<file path="config.mk">
export PLATFORM = sky130hd
export DESIGN_NAME = text_cursor_glyph_layout
export DESIGN_NICKNAME = d
export VERILOG_FILES = /design/src/hdl/tcgl_pkg.sv /design/src/hdl/tcgl_ram.sv /design/src/hdl/tcgl_front.sv /design/src/hdl/tcgl_queue.sv /design/src/hdl/tcgl_back.sv /design/src/hdl/text_cursor_glyph_layout.sv
export SDC_FILE = /design/constraint.sdc
export NUM_CORES = 2
export LEC_CHECK = 0
export BUFFER_PORTS_ARGS = -buffer_cell sky130_fd_sc_hd__buf_2
export CORE_ASPECT_RATIO = 1.75
export CORE_MARGIN = 4
export CORE_UTILIZATION = 40
export DETAILED_ROUTE_END_ITERATION = 10
export GPL_ROUTABILITY_DRIVEN = 0
export HOLD_SLACK_MARGIN = 0.03
export MAX_ROUTING_LAYER = met4
export PLACE_DENSITY_LB_ADDON = 0.12
export SLEW_MARGIN = 40
export SYNTH_ARGS = -nofsm -noshare
export SYNTH_HDL_FRONTEND = slang
export SYNTH_SLANG_ARGS = --single-unit
export TNS_END_PERCENT = 100
</file>
<file path="constraint.sdc">
create_clock -name clock -period 12.48 [get_ports clock]
set_clock_uncertainty 0.1 [all_clocks]
set_input_delay 1.248 -clock clock [delete_from_list [all_inputs] [get_ports clock]]
set_output_delay 1.248 -clock clock [all_outputs]
set_load 0.03 [all_outputs]
</file>
<file path="src/hdl/tcgl_pkg.sv">
// Package for the text cursor glyph layout block.
// Holds request and operation codes, configuration and result types, and the queue entry.
// No dependencies; used by every module of the block except tcgl_ram.
package tcgl_pkg;

   localparam int GLYPH_COUNT   = 96;
   localparam int GLYPH_ADDR_W  = $clog2(GLYPH_COUNT);
   localparam int QUEUE_DEPTH   = 4;
   localparam int QUEUE_PTR_W   = $clog2(QUEUE_DEPTH);
   localparam int QUEUE_CNT_W   = QUEUE_PTR_W + 1;

   // Request kinds as they arrive on tuser
   localparam logic [2:0] REQ_CHAR    = 3'd0;
   localparam logic [2:0] REQ_RESET   = 3'd1;
   localparam logic [2:0] REQ_OFFSET  = 3'd2;
   localparam logic [2:0] REQ_SAVE    = 3'd3;
   localparam logic [2:0] REQ_RESTORE = 3'd4;
   localparam logic [2:0] REQ_WIDTH   = 3'd5;

   // Configuration register indexes
   localparam logic [2:0] REG_ORIGIN_X     = 3'd0;
   localparam logic [2:0] REG_ORIGIN_Y     = 3'd1;
   localparam logic [2:0] REG_AREA_WIDTH   = 3'd2;
   localparam logic [2:0] REG_AREA_HEIGHT  = 3'd3;
   localparam logic [2:0] REG_FIXED_WIDTH  = 3'd4;
   localparam logic [2:0] REG_ROW_HEIGHT   = 3'd5;
   localparam logic [2:0] REG_LETTER_LIMIT = 3'd6;
   localparam logic [2:0] REG_MODE_BITS    = 3'd7;

   // Result status codes
   localparam logic [1:0] ST_OK    = 2'd0;
   localparam logic [1:0] ST_FULL  = 2'd1;
   localparam logic [1:0] ST_LIMIT = 2'd2;
   localparam logic [1:0] ST_CLIP  = 2'd3;

   // Mode bit positions
   localparam int MODE_UPPER = 0;
   localparam int MODE_BIG   = 1;
   localparam int MODE_PROP  = 2;
   localparam int MODE_CLIP  = 3;

   localparam logic [6:0] CODE_SPACE   = 7'h20;
   localparam logic [6:0] CODE_LOWER   = 7'h60;
   localparam logic [6:0] CODE_NEWLINE = 7'h0A;

   typedef enum logic [2:0] {
      OP_CHAR,
      OP_RESET,
      OP_OFFSET,
      OP_SAVE,
      OP_RESTORE,
      OP_NOP
   } op_type;

   typedef struct packed {
      logic [9:0]  origin_x;
      logic [8:0]  origin_y;
      logic [9:0]  area_width;
      logic [8:0]  area_height;
      logic [7:0]  fixed_width;
      logic [7:0]  row_height;
      logic [10:0] letter_limit;
      logic [3:0]  mode_bits;
   } cfg_type;

   typedef struct packed {
      op_type      op;
      logic        ctrl;
      logic        newline;
      logic        space;
      logic [7:0]  adv;
      logic [15:0] pos_x;
      logic [15:0] pos_y;
      logic [7:0]  tex_u;
      logic [5:0]  tex_v;
      logic [1:0]  palette;
   } entry_type;

   typedef struct packed {
      logic        sprite_valid;
      logic [15:0] sprite_x;
      logic [15:0] sprite_y;
      logic [7:0]  tex_u;
      logic [5:0]  tex_v;
      logic [1:0]  palette_select;
      logic [1:0]  status;
      logic [15:0] cursor_x;
      logic [15:0] cursor_y;
      logic [10:0] letter_count;
   } result_type;

endpackage

</file>
<file path="src/hdl/tcgl_ram.sv">
// Generic single-port-write, single-port-read RAM with registered read data.
// No dependencies.
module tcgl_ram #(
   parameter int WIDTH = 8,
   parameter int DEPTH = 96
) (
   input  logic                     clock,
   input  logic                     wr_en,
   input  logic [$clog2(DEPTH)-1:0] wr_addr,
   input  logic [WIDTH-1:0]         wr_data,
   input  logic                     rd_en,
   input  logic [$clog2(DEPTH)-1:0] rd_addr,
   output logic [WIDTH-1:0]         rd_data
);

   logic [WIDTH-1:0] mem_ff [DEPTH];
   logic [WIDTH-1:0] rd_data_ff;

   always_ff @(posedge clock) begin
      if (wr_en) begin
         mem_ff[wr_addr] <= wr_data;
      end
      if (rd_en) begin
         rd_data_ff <= mem_ff[rd_addr];
      end
   end

   assign rd_data = rd_data_ff;

endmodule

</file>
<file path="src/hdl/tcgl_front.sv">
// Front end: accepts requests, decodes and classifies them, owns the glyph width table.
// Depends on tcgl_pkg and tcgl_ram; feeds tcgl_queue.
module tcgl_front (
   input  logic              clock,
   input  logic              reset,
   input  logic              in_valid,
   output logic              in_ready,
   input  logic [2:0]        req_type,
   input  logic [6:0]        char_code,
   input  logic [15:0]       offset_x,
   input  logic [15:0]       offset_y,
   input  logic [6:0]        width_index,
   input  logic [7:0]        width_value,
   input  tcgl_pkg::cfg_type cfg,
   output logic              push,
   output tcgl_pkg::entry_type push_entry,
   input  logic              queue_full
);
   import tcgl_pkg::*;

   logic        accept;
   logic        s1_valid_ff, s1_valid_in;
   entry_type   s1_ff, s1_in;
   logic        s1_prop_ff;
   logic [6:0]  folded;
   logic [6:0]  idx;
   logic [14:0] clamp_x, clamp_y;
   logic        wr_en, rd_en;
   logic [7:0]  table_width;

   assign in_ready = !s1_valid_ff || !queue_full;
   assign accept   = in_valid && in_ready;
   assign push     = s1_valid_ff && !queue_full;

   assign folded  = (cfg.mode_bits[MODE_UPPER] && char_code >= CODE_LOWER) ?
                    char_code - CODE_SPACE : char_code;
   assign idx     = folded - CODE_SPACE;
   assign clamp_x = offset_x[15] ? 15'd0 : offset_x[14:0];
   assign clamp_y = offset_y[15] ? 15'd0 : offset_y[14:0];

   // The table is written and read in request order, so a width write is seen by the
   // very next character.
   assign wr_en = accept && req_type == REQ_WIDTH &&
                  width_index < GLYPH_ADDR_W'(GLYPH_COUNT);
   assign rd_en = accept && req_type == REQ_CHAR && char_code >= CODE_SPACE;

   tcgl_ram #(
      .WIDTH (8),
      .DEPTH (GLYPH_COUNT)
   ) u_width_table (
      .clock   (clock),
      .wr_en   (wr_en),
      .wr_addr (width_index),
      .wr_data (width_value),
      .rd_en   (rd_en),
      .rd_addr (idx),
      .rd_data (table_width)
   );

   always_comb begin
      s1_in         = '0;
      s1_in.ctrl    = char_code < CODE_SPACE;
      s1_in.newline = char_code == CODE_NEWLINE;
      s1_in.space   = idx == 7'd0;
      s1_in.adv     = cfg.fixed_width;
      if (cfg.mode_bits[MODE_BIG]) begin
         s1_in.palette = idx[4:3];
         s1_in.tex_u   = {1'b0, idx[2:0], 4'b0};
         s1_in.tex_v   = {idx[6:5], 4'b0};
      end else begin
         s1_in.palette = idx[5:4];
         s1_in.tex_u   = {1'b0, idx[3:0], 3'b0};
         s1_in.tex_v   = {2'b0, idx[6], 3'b0};
      end
      unique case (req_type)
         REQ_CHAR:    s1_in.op = OP_CHAR;
         REQ_RESET: begin
            s1_in.op    = OP_RESET;
            s1_in.pos_x = {6'b0, cfg.origin_x};
            s1_in.pos_y = {7'b0, cfg.origin_y};
         end
         REQ_OFFSET: begin
            s1_in.op    = OP_OFFSET;
            s1_in.pos_x = {6'b0, cfg.origin_x} + {1'b0, clamp_x};
            s1_in.pos_y = {7'b0, cfg.origin_y} + {1'b0, clamp_y};
         end
         REQ_SAVE:    s1_in.op = OP_SAVE;
         REQ_RESTORE: s1_in.op = OP_RESTORE;
         default:     s1_in.op = OP_NOP;
      endcase
   end

   assign s1_valid_in = accept || (s1_valid_ff && queue_full);

   always_ff @(posedge clock) begin
      if (reset) begin
         s1_valid_ff <= 1'b0;
      end else begin
         s1_valid_ff <= s1_valid_in;
      end
      if (accept) begin
         s1_ff      <= s1_in;
         s1_prop_ff <= cfg.mode_bits[MODE_PROP];
      end
   end

   // The table read data is registered together with the decode stage and holds while the stage stalls.
   always_comb begin
      push_entry = s1_ff;
      if (s1_prop_ff) begin
         push_entry.adv = table_width;
      end
   end

endmodule

</file>
<file path="src/hdl/tcgl_queue.sv">
// Short queue of decoded requests between the front and back ends.
// Depends on tcgl_pkg.
module tcgl_queue (
   input  logic                clock,
   input  logic                reset,
   input  logic                push,
   input  tcgl_pkg::entry_type push_entry,
   output logic                full,
   input  logic                pop,
   output logic                head_valid,
   output tcgl_pkg::entry_type head
);
   import tcgl_pkg::*;

   entry_type              slot_ff [QUEUE_DEPTH];
   logic [QUEUE_PTR_W-1:0] wr_ptr_ff, wr_ptr_in;
   logic [QUEUE_PTR_W-1:0] rd_ptr_ff, rd_ptr_in;
   logic [QUEUE_CNT_W-1:0] count_ff, count_in;

   assign full       = count_ff == QUEUE_CNT_W'(QUEUE_DEPTH);
   assign head_valid = count_ff != '0;
   assign head       = slot_ff[rd_ptr_ff];

   always_comb begin
      wr_ptr_in = push ? wr_ptr_ff + 1'b1 : wr_ptr_ff;
      rd_ptr_in = pop  ? rd_ptr_ff + 1'b1 : rd_ptr_ff;
      count_in  = count_ff;
      if (push && !pop) begin
         count_in = count_ff + 1'b1;
      end else if (pop && !push) begin
         count_in = count_ff - 1'b1;
      end
   end

   always_ff @(posedge clock) begin
      if (reset) begin
         wr_ptr_ff <= '0;
         rd_ptr_ff <= '0;
         count_ff  <= '0;
      end else begin
         wr_ptr_ff <= wr_ptr_in;
         rd_ptr_ff <= rd_ptr_in;
         count_ff  <= count_in;
      end
      if (push) begin
         slot_ff[wr_ptr_ff] <= push_entry;
      end
   end

endmodule

</file>
<file path="src/hdl/tcgl_back.sv">
// Back end (depends on tcgl_pkg): holds the cursor, saved positions and letter count,
// executes one decoded request per cycle unless stalled and registers the response.
module tcgl_back #(
   parameter int MAX_LETTERS = 1024
) (
   input  logic                 clock,
   input  logic                 reset,
   input  tcgl_pkg::cfg_type    cfg,
   input  logic                 head_valid,
   input  tcgl_pkg::entry_type  head,
   output logic                 pop,
   output logic                 out_valid,
   input  logic                 out_ready,
   output tcgl_pkg::result_type out_result
);
   import tcgl_pkg::*;

   localparam int LimW = ($clog2(MAX_LETTERS + 1) > 11) ? $clog2(MAX_LETTERS + 1) : 11;

   logic [15:0] cur_x_ff, cur_x_in, cur_y_ff, cur_y_in;
   logic [15:0] line_ff, line_in;
   logic [15:0] saved_x_ff, saved_x_in, saved_y_ff, saved_y_in;
   logic [15:0] saved_line_ff, saved_line_in;
   logic [10:0] count_ff, count_in;
   logic        rsp_valid_ff;
   result_type  res_ff, res_in;

   logic [LimW-1:0] limit;
   logic            at_limit;
   logic [9:0]      y_lim;
   logic [10:0]     x_lim;
   logic [17:0]     y_need, x_need;
   logic            area_full, past_edge;
   logic [15:0]     step_y, place_x, place_y;

   assign limit    = (LimW'(cfg.letter_limit) < LimW'(MAX_LETTERS)) ?
                     LimW'(cfg.letter_limit) : LimW'(MAX_LETTERS);
   assign at_limit = LimW'(count_ff) >= limit;

   // Edge tests use the sign-extended cursor so a negative position never wraps past.
   assign y_lim     = {1'b0, cfg.origin_y} + {1'b0, cfg.area_height};
   assign x_lim     = {1'b0, cfg.origin_x} + {1'b0, cfg.area_width};
   assign y_need    = {{2{cur_y_ff[15]}}, cur_y_ff} + {10'b0, cfg.row_height};
   assign x_need    = {{2{cur_x_ff[15]}}, cur_x_ff} + {10'b0, head.adv};
   assign area_full = $signed(y_need) > $signed({8'b0, y_lim});
   assign past_edge = $signed(x_need) >= $signed({7'b0, x_lim});
   assign step_y    = cur_y_ff + {8'b0, cfg.row_height};
   assign place_x   = past_edge ? line_ff : cur_x_ff;
   assign place_y   = past_edge ? step_y : cur_y_ff;

   assign pop = head_valid && (!rsp_valid_ff || out_ready);

   always_comb begin
      res_in        = '0;
      cur_x_in      = cur_x_ff;
      cur_y_in      = cur_y_ff;
      line_in       = line_ff;
      saved_x_in    = saved_x_ff;
      saved_y_in    = saved_y_ff;
      saved_line_in = saved_line_ff;
      count_in      = count_ff;
      unique case (head.op)
         OP_CHAR: begin
            priority if (area_full) begin
               res_in.status = ST_FULL;
            end else if (at_limit) begin
               res_in.status = ST_LIMIT;
            end else if (head.ctrl) begin
               if (head.newline) begin
                  cur_x_in = line_ff;
                  cur_y_in = step_y;
               end
            end else if (past_edge && cfg.mode_bits[MODE_CLIP]) begin
               res_in.status = ST_CLIP;
            end else begin
               if (!head.space) begin
                  res_in.sprite_valid   = 1'b1;
                  res_in.sprite_x       = place_x;
                  res_in.sprite_y       = place_y;
                  res_in.tex_u          = head.tex_u;
                  res_in.tex_v          = head.tex_v;
                  res_in.palette_select = head.palette;
                  count_in              = count_ff + 11'd1;
               end
               cur_x_in = place_x + {8'b0, head.adv};
               cur_y_in = place_y;
            end
         end
         OP_RESET: begin
            count_in      = '0;
            cur_x_in      = head.pos_x;
            cur_y_in      = head.pos_y;
            line_in       = head.pos_x;
            saved_x_in    = head.pos_x;
            saved_y_in    = head.pos_y;
            saved_line_in = head.pos_x;
         end
         OP_OFFSET: begin
            cur_x_in = head.pos_x;
            cur_y_in = head.pos_y;
            line_in  = head.pos_x;
         end
         OP_SAVE: begin
            saved_x_in    = cur_x_ff;
            saved_y_in    = cur_y_ff;
            saved_line_in = line_ff;
         end
         OP_RESTORE: begin
            cur_x_in = saved_x_ff;
            cur_y_in = saved_y_ff;
            line_in  = saved_line_ff;
         end
         OP_NOP: begin
         end
         default: begin
         end
      endcase
      res_in.cursor_x     = cur_x_in;
      res_in.cursor_y     = cur_y_in;
      res_in.letter_count = count_in;
   end

   always_ff @(posedge clock) begin
      if (reset) begin
         cur_x_ff      <= '0;
         cur_y_ff      <= '0;
         line_ff       <= '0;
         saved_x_ff    <= '0;
         saved_y_ff    <= '0;
         saved_line_ff <= '0;
         count_ff      <= '0;
         rsp_valid_ff  <= 1'b0;
      end else begin
         if (pop) begin
            cur_x_ff      <= cur_x_in;
            cur_y_ff      <= cur_y_in;
            line_ff       <= line_in;
            saved_x_ff    <= saved_x_in;
            saved_y_ff    <= saved_y_in;
            saved_line_ff <= saved_line_in;
            count_ff      <= count_in;
            rsp_valid_ff  <= 1'b1;
         end else if (out_ready) begin
            rsp_valid_ff  <= 1'b0;
         end
      end
      if (pop) begin
         res_ff <= res_in;
      end
   end

   assign out_valid  = rsp_valid_ff;
   assign out_result = res_ff;

endmodule

</file>
<file path="src/hdl/text_cursor_glyph_layout.sv">
// Text cursor and glyph layout engine, top level.
// Depends on tcgl_pkg, tcgl_front, tcgl_queue and tcgl_back.
//
// Usage:
//   Requests arrive on the req_ stream (kind on req_tuser, arguments on req_tdata);
//   every request produces exactly one response on the rsp_ stream, in order.
//   Configuration registers are written through csr_valid/csr_index/csr_data, which is
//   always ready; write them only while no request is in flight.
//   Path: an accepted request passes through the decode stage, the queue and the
//   response register before its response is presented with rsp_tvalid high.
//   Throughput: one request per cycle sustained while rsp_tready stays high; the back
//   end's cursor update is the loop that sets this.
//   When the receiver holds rsp_tready low the response register holds its value, the
//   four-entry queue and the decode stage fill, and req_tready then falls; nothing is lost.
//   Reset clears the cursor, saved positions, letter count and queue, and returns the
//   configuration to its defaults. The glyph width table is not cleared and must be
//   written before proportional widths are used.
module text_cursor_glyph_layout #(
   parameter int MAX_LETTERS = 1024
) (
   input  logic        clock,
   input  logic        reset,
   input  logic        req_tvalid,
   output logic        req_tready,
   input  logic [2:0]  req_tuser,   // req_type
   input  logic [55:0] req_tdata,   // char_code, offset_x, offset_y, width_index,
                                    // width_value, zero fill
   output logic        rsp_tvalid,
   input  logic        rsp_tready,
   output logic [2:0]  rsp_tuser,   // sprite_valid, status
   output logic [95:0] rsp_tdata,   // sprite_x, sprite_y, tex_u, tex_v, palette_select,
                                    // cursor_x, cursor_y, letter_count, zero fill
   input  logic        csr_valid,
   output logic        csr_ready,
   input  logic [2:0]  csr_index,
   input  logic [10:0] csr_data
);
   import tcgl_pkg::*;

   cfg_type    cfg_ff, cfg_in;
   logic       push, queue_full, pop, head_valid;
   entry_type  push_entry, head;
   result_type result;

   assign csr_ready = 1'b1;

   always_comb begin
      cfg_in = cfg_ff;
      if (csr_valid) begin
         unique case (csr_index)
            REG_ORIGIN_X:     cfg_in.origin_x     = csr_data[9:0];
            REG_ORIGIN_Y:     cfg_in.origin_y     = csr_data[8:0];
            REG_AREA_WIDTH:   cfg_in.area_width   = csr_data[9:0];
            REG_AREA_HEIGHT:  cfg_in.area_height  = csr_data[8:0];
            REG_FIXED_WIDTH:  cfg_in.fixed_width  = csr_data[7:0];
            REG_ROW_HEIGHT:   cfg_in.row_height   = csr_data[7:0];
            REG_LETTER_LIMIT: cfg_in.letter_limit = csr_data;
            REG_MODE_BITS:    cfg_in.mode_bits    = csr_data[3:0];
            default:          cfg_in = cfg_ff;
         endcase
      end
   end

   always_ff @(posedge clock) begin
      if (reset) begin
         cfg_ff <= '{origin_x: 10'd0, origin_y: 9'd0, area_width: 10'd0,
                     area_height: 9'd0, fixed_width: 8'd8, row_height: 8'd8,
                     letter_limit: 11'd1024, mode_bits: 4'd0};
      end else begin
         cfg_ff <= cfg_in;
      end
   end

   tcgl_front u_front (
      .clock       (clock),
      .reset       (reset),
      .in_valid    (req_tvalid),
      .in_ready    (req_tready),
      .req_type    (req_tuser),
      .char_code   (req_tdata[6:0]),
      .offset_x    (req_tdata[22:7]),
      .offset_y    (req_tdata[38:23]),
      .width_index (req_tdata[45:39]),
      .width_value (req_tdata[53:46]),
      .cfg         (cfg_ff),
      .push        (push),
      .push_entry  (push_entry),
      .queue_full  (queue_full)
   );

   tcgl_queue u_queue (
      .clock      (clock),
      .reset      (reset),
      .push       (push),
      .push_entry (push_entry),
      .full       (queue_full),
      .pop        (pop),
      .head_valid (head_valid),
      .head       (head)
   );

   tcgl_back #(
      .MAX_LETTERS (MAX_LETTERS)
   ) u_back (
      .clock      (clock),
      .reset      (reset),
      .cfg        (cfg_ff),
      .head_valid (head_valid),
      .head       (head),
      .pop        (pop),
      .out_valid  (rsp_tvalid),
      .out_ready  (rsp_tready),
      .out_result (result)
   );

   assign rsp_tuser = {result.status, result.sprite_valid};
   assign rsp_tdata = {5'b0, result.letter_count, result.cursor_y, result.cursor_x,
                       result.palette_select, result.tex_v, result.tex_u,
                       result.sprite_y, result.sprite_x};

   // A sprite is only ever emitted for a request that was taken.
   a_sprite_status : assert property (@(posedge clock) disable iff (reset)
      rsp_tvalid && rsp_tuser[0] |-> rsp_tuser[2:1] == ST_OK)
      else $error("sprite emitted with a failure status");

   // Without a sprite the sprite position and texture fields read as zero.
   a_sprite_zero : assert property (@(posedge clock) disable iff (reset)
      rsp_tvalid && !rsp_tuser[0] |-> rsp_tdata[47:0] == 48'd0)
      else $error("sprite fields not cleared for a request without a sprite");

   // Nothing is queued across reset, so no response follows it straight away.
   a_reset_quiet : assert property (@(posedge clock)
      reset |=> !rsp_tvalid)
      else $error("response presented right after reset");

endmodule

</file>
==> flow_summary.toml <==
[run_status]
status = "finished clean"

[placed_design]
dp_hpwl_mm = 112
post-place-ws_ps = 4060
dp_cells = 5651
placed_area_um2 = 60000
portBuffers = 164

[sta]
drv_slew = 0
post-route-period-util_pct = 67.5
fin_ws_ps = 4060
setup_viol = 0
hold_violations = 0
slew_headroom_pct = 39.4
post-route-min-period_ps = 8420
finalHoldWorstSlack_ps = 335
timing.fmax_ghz = 0.119
rsz0062_at_grt = "false"
finalSetupTns_ps = 0
worst_pin_slew_ps = 909

[setup_path]
cp_slowest_stage_delay_ps = 740
crit_path_start_kind = "flip-flop"
cp.required_ps = 12850
slowest_stage = "or4_1"
crit_arrival_ps = 8790
crit_path_max_fanout = 33
end_kind = "flip-flop"
worst_path_most_repeated_cell = "a21oi_1"
critical_path_class = "reg2reg"

[global_route]
use_met1_pct = 23.0
busiest_layer = "met2"
grt_max_degree = 106
grt_use_total_pct = 22.6
grtUsageMet2_pct = 41.2
grt_pass1_wl_mm = 237
overflow = 0
grt_pass1_vias = 33727
antenna_found_initial = 9
gr-usage-met3_pct = 2.61

[clock_network]
cts-htree-levels = 3
cts.sinks = 1326
cts_hold_buf = 0
clockBufferDepth = 3
root_buffer = "clkbuf_16"
clk_latency_ps = 740
post_cts_buffers = 0
ctsResizeCount = 0
numCtsBuffers = 118
tritoncts = "yes"
clk_pin_slew_ps = 70

[hold_path]
hold_class = "reg2reg"

[power_and_ir_drop]
powerDensity_nw_per_um2 = 206
ir_worst_vdd_uv = 280
p_leak_nw = 21.0
power_mw = 13.2

[synth]
synth_edf_count = 1139
synthDominantCellAreaShare_pct = 60.0
yosys-top-cells-area = "edfxtp_1 60%, mux4_2 11%, dfxtp_1 6.6%"
synth_area_um2 = 57000
yosys_most_used_dff = "edfxtp_1"
syn_inst = 3796
synthDistinctLibCells = 81
syn_area_per_cell_um2 = 15.0
async_reset_ff_share_pct = 0
synth_warnings = 0
synth_top_cell_by_area = "edfxtp_1"
ys_seq_elements = 1326
synth-seq-area-share_pct = 66.5

[floorplanning]
die_w_um = 293
start_util_pct = 40.2
dieArea_um2 = 149000
rows = 183
io_pins = 180
fp.dieH_um = 508
core-area_um2 = 142000

[route]
drt-vias-per-instance = 5.60
first_pass_iters = 7
wl_mm = 164
post_drt_wl_per_cell_um = 27.9
ant_nets = 0
drt_iter0_markers = 2219
drc = 0
num_vias = 32938

[final_layout]
finalCoreUtilization_pct = 45.2
layout-drive-gt1-share_pct = 19.8
syn_to_final_growth_pct = 12.5
final_cells = 5887
design_area_um2 = 64200
layout.nets = 4116

[flow_run]
maxCapViolations = 0
[Yosys cell counts (21+ instances only)]
master	count
inv_1	61
nand2_1	364
maj3_1	26
o22ai_1	42
nor2_1	304
xnor2_1	62
ha_1	104
dfxtp_1	187
edfxtp_1	1139
a21o_1	23
a21oi_1	256
mux2i_1	65
buf_1	32
o21a_1	31
a211oi_1	64
xor2_1	35
nor2b_1	49
or3_1	21
o21ai_0	84
mux4_2	277
a311oi_1	23
and2_1	35
nand3_1	38
nand2b_1	22
clkbuf_1	165
nor3_1	33
[kinds of logic (layout without fill, tap and decap cells)]
logic type | after synthesis | count (layout) | share of synthesized area, %
AOI/OAI and AO/OA | 651 | 651 | 7.23
xor gates and xnor gates | 97 | 97 | 1.49
adders and majority gates | 138 | 138 | 3.02
buffers and inverters | 288 | 509 | 2.02
DFF | 1326 | 1326 | 66.5
muxes | 355 | 355 | 12.3
other | 2 | 22 | 0.0132
and+or+nand+nor | 939 | 939 | 7.38
[critical path, delay by kind of cell (launching register included)]
| kind | cells | cell delay (ps) |
|---|---|---|
| adder cells (fa/ha/maj) | 3 | 940 |
| buffers and inverters | 3 | 810 |
| multiplexers | 1 | 650 |
| AO/OA/AOI/OAI | 15 | 3180 |
| XOR/XNOR | 2 | 420 |
| flip-flops | 1 | 460 |
| AND/OR/NAND/NOR | 5 | 1590 |
[layer usage]
metal  vias to the layer above  part of all wire [%]
li1                      14914                     -
met4                         0                   7.2
met1                     16712                    34
met5                         -                     0
met3                       373                   3.9
met2                       939                    55
[worst paths after layout]
kind,end,cells after the start,start,slack (ps)
setup / recovery,u_back.out_result[42],29,flip-flop,4060
hold / removal,u_front.s1_prop_ff,0,cfg_ff[2],340
setup reg to reg,u_back.out_result[42],29,flip-flop,4060
hold reg to reg,u_front.s1_prop_ff,0,cfg_ff[2],340
[cell type report]
cell class | count | area, um2
clock inverters | 84 | 820
flip-flops and latches | 1326 | 38000
diodes | 9 | 22.5
clock buffers | 138 | 3140
multi-input cells | 2193 | 18200
repair buffers | 224 | 1480
fillers | 12681 | 77800
inverters | 63 | 239
well taps | 1850 | 2310
[sequential cells by signal, indices dropped and copies added (netlist names), 3 cells and up, named ones only]
name                           cells
cfg_ff                            69
u_back.count_ff                   11
u_back.cur_x_ff                   16
u_back.cur_y_ff                   16
u_back.line_ff                    16
u_back.out_result                 87
u_back.saved_line_ff              16
u_back.saved_x_ff                 16
u_back.saved_y_ff                 16
u_front.push_entry                47
u_front.s1_ff                      8
u_front.u_width_table.mem_ff     768
u_front.u_width_table.rd_data      8
u_queue.count_ff                   3
u_queue.slot_ff                  220
[report_power, final]
part           total (mW)  switching [mW]  leakage, nW  internal, mW
combinational        3.94            2.71         7.14          1.23
clock                3.75            1.68         1.93          2.07
sequential           5.54           0.302         12.0          5.23
total                13.2            4.69         21.0          8.54
[placed cells by master, fill, tap and decap left out, drive strengths merged, types with 49 or more instances in the layout]
cell / netlist / routed
nor2: 304 / 304
ha: 104 / 104
nand2: 364 / 364
dfxtp: 187 / 187
buf: 60 / 223
mux4: 277 / 277
mux2i: 65 / 65
o21ai: 86 / 86
xnor2: 62 / 62
edfxtp: 1139 / 1139
clkbuf: 165 / 139
a211oi: 64 / 64
a21oi: 256 / 256
nor2b: 49 / 49
inv: 61 / 66
clkinv: 2 / 60
Note: power is estimated with default switching activity, not from simulation.
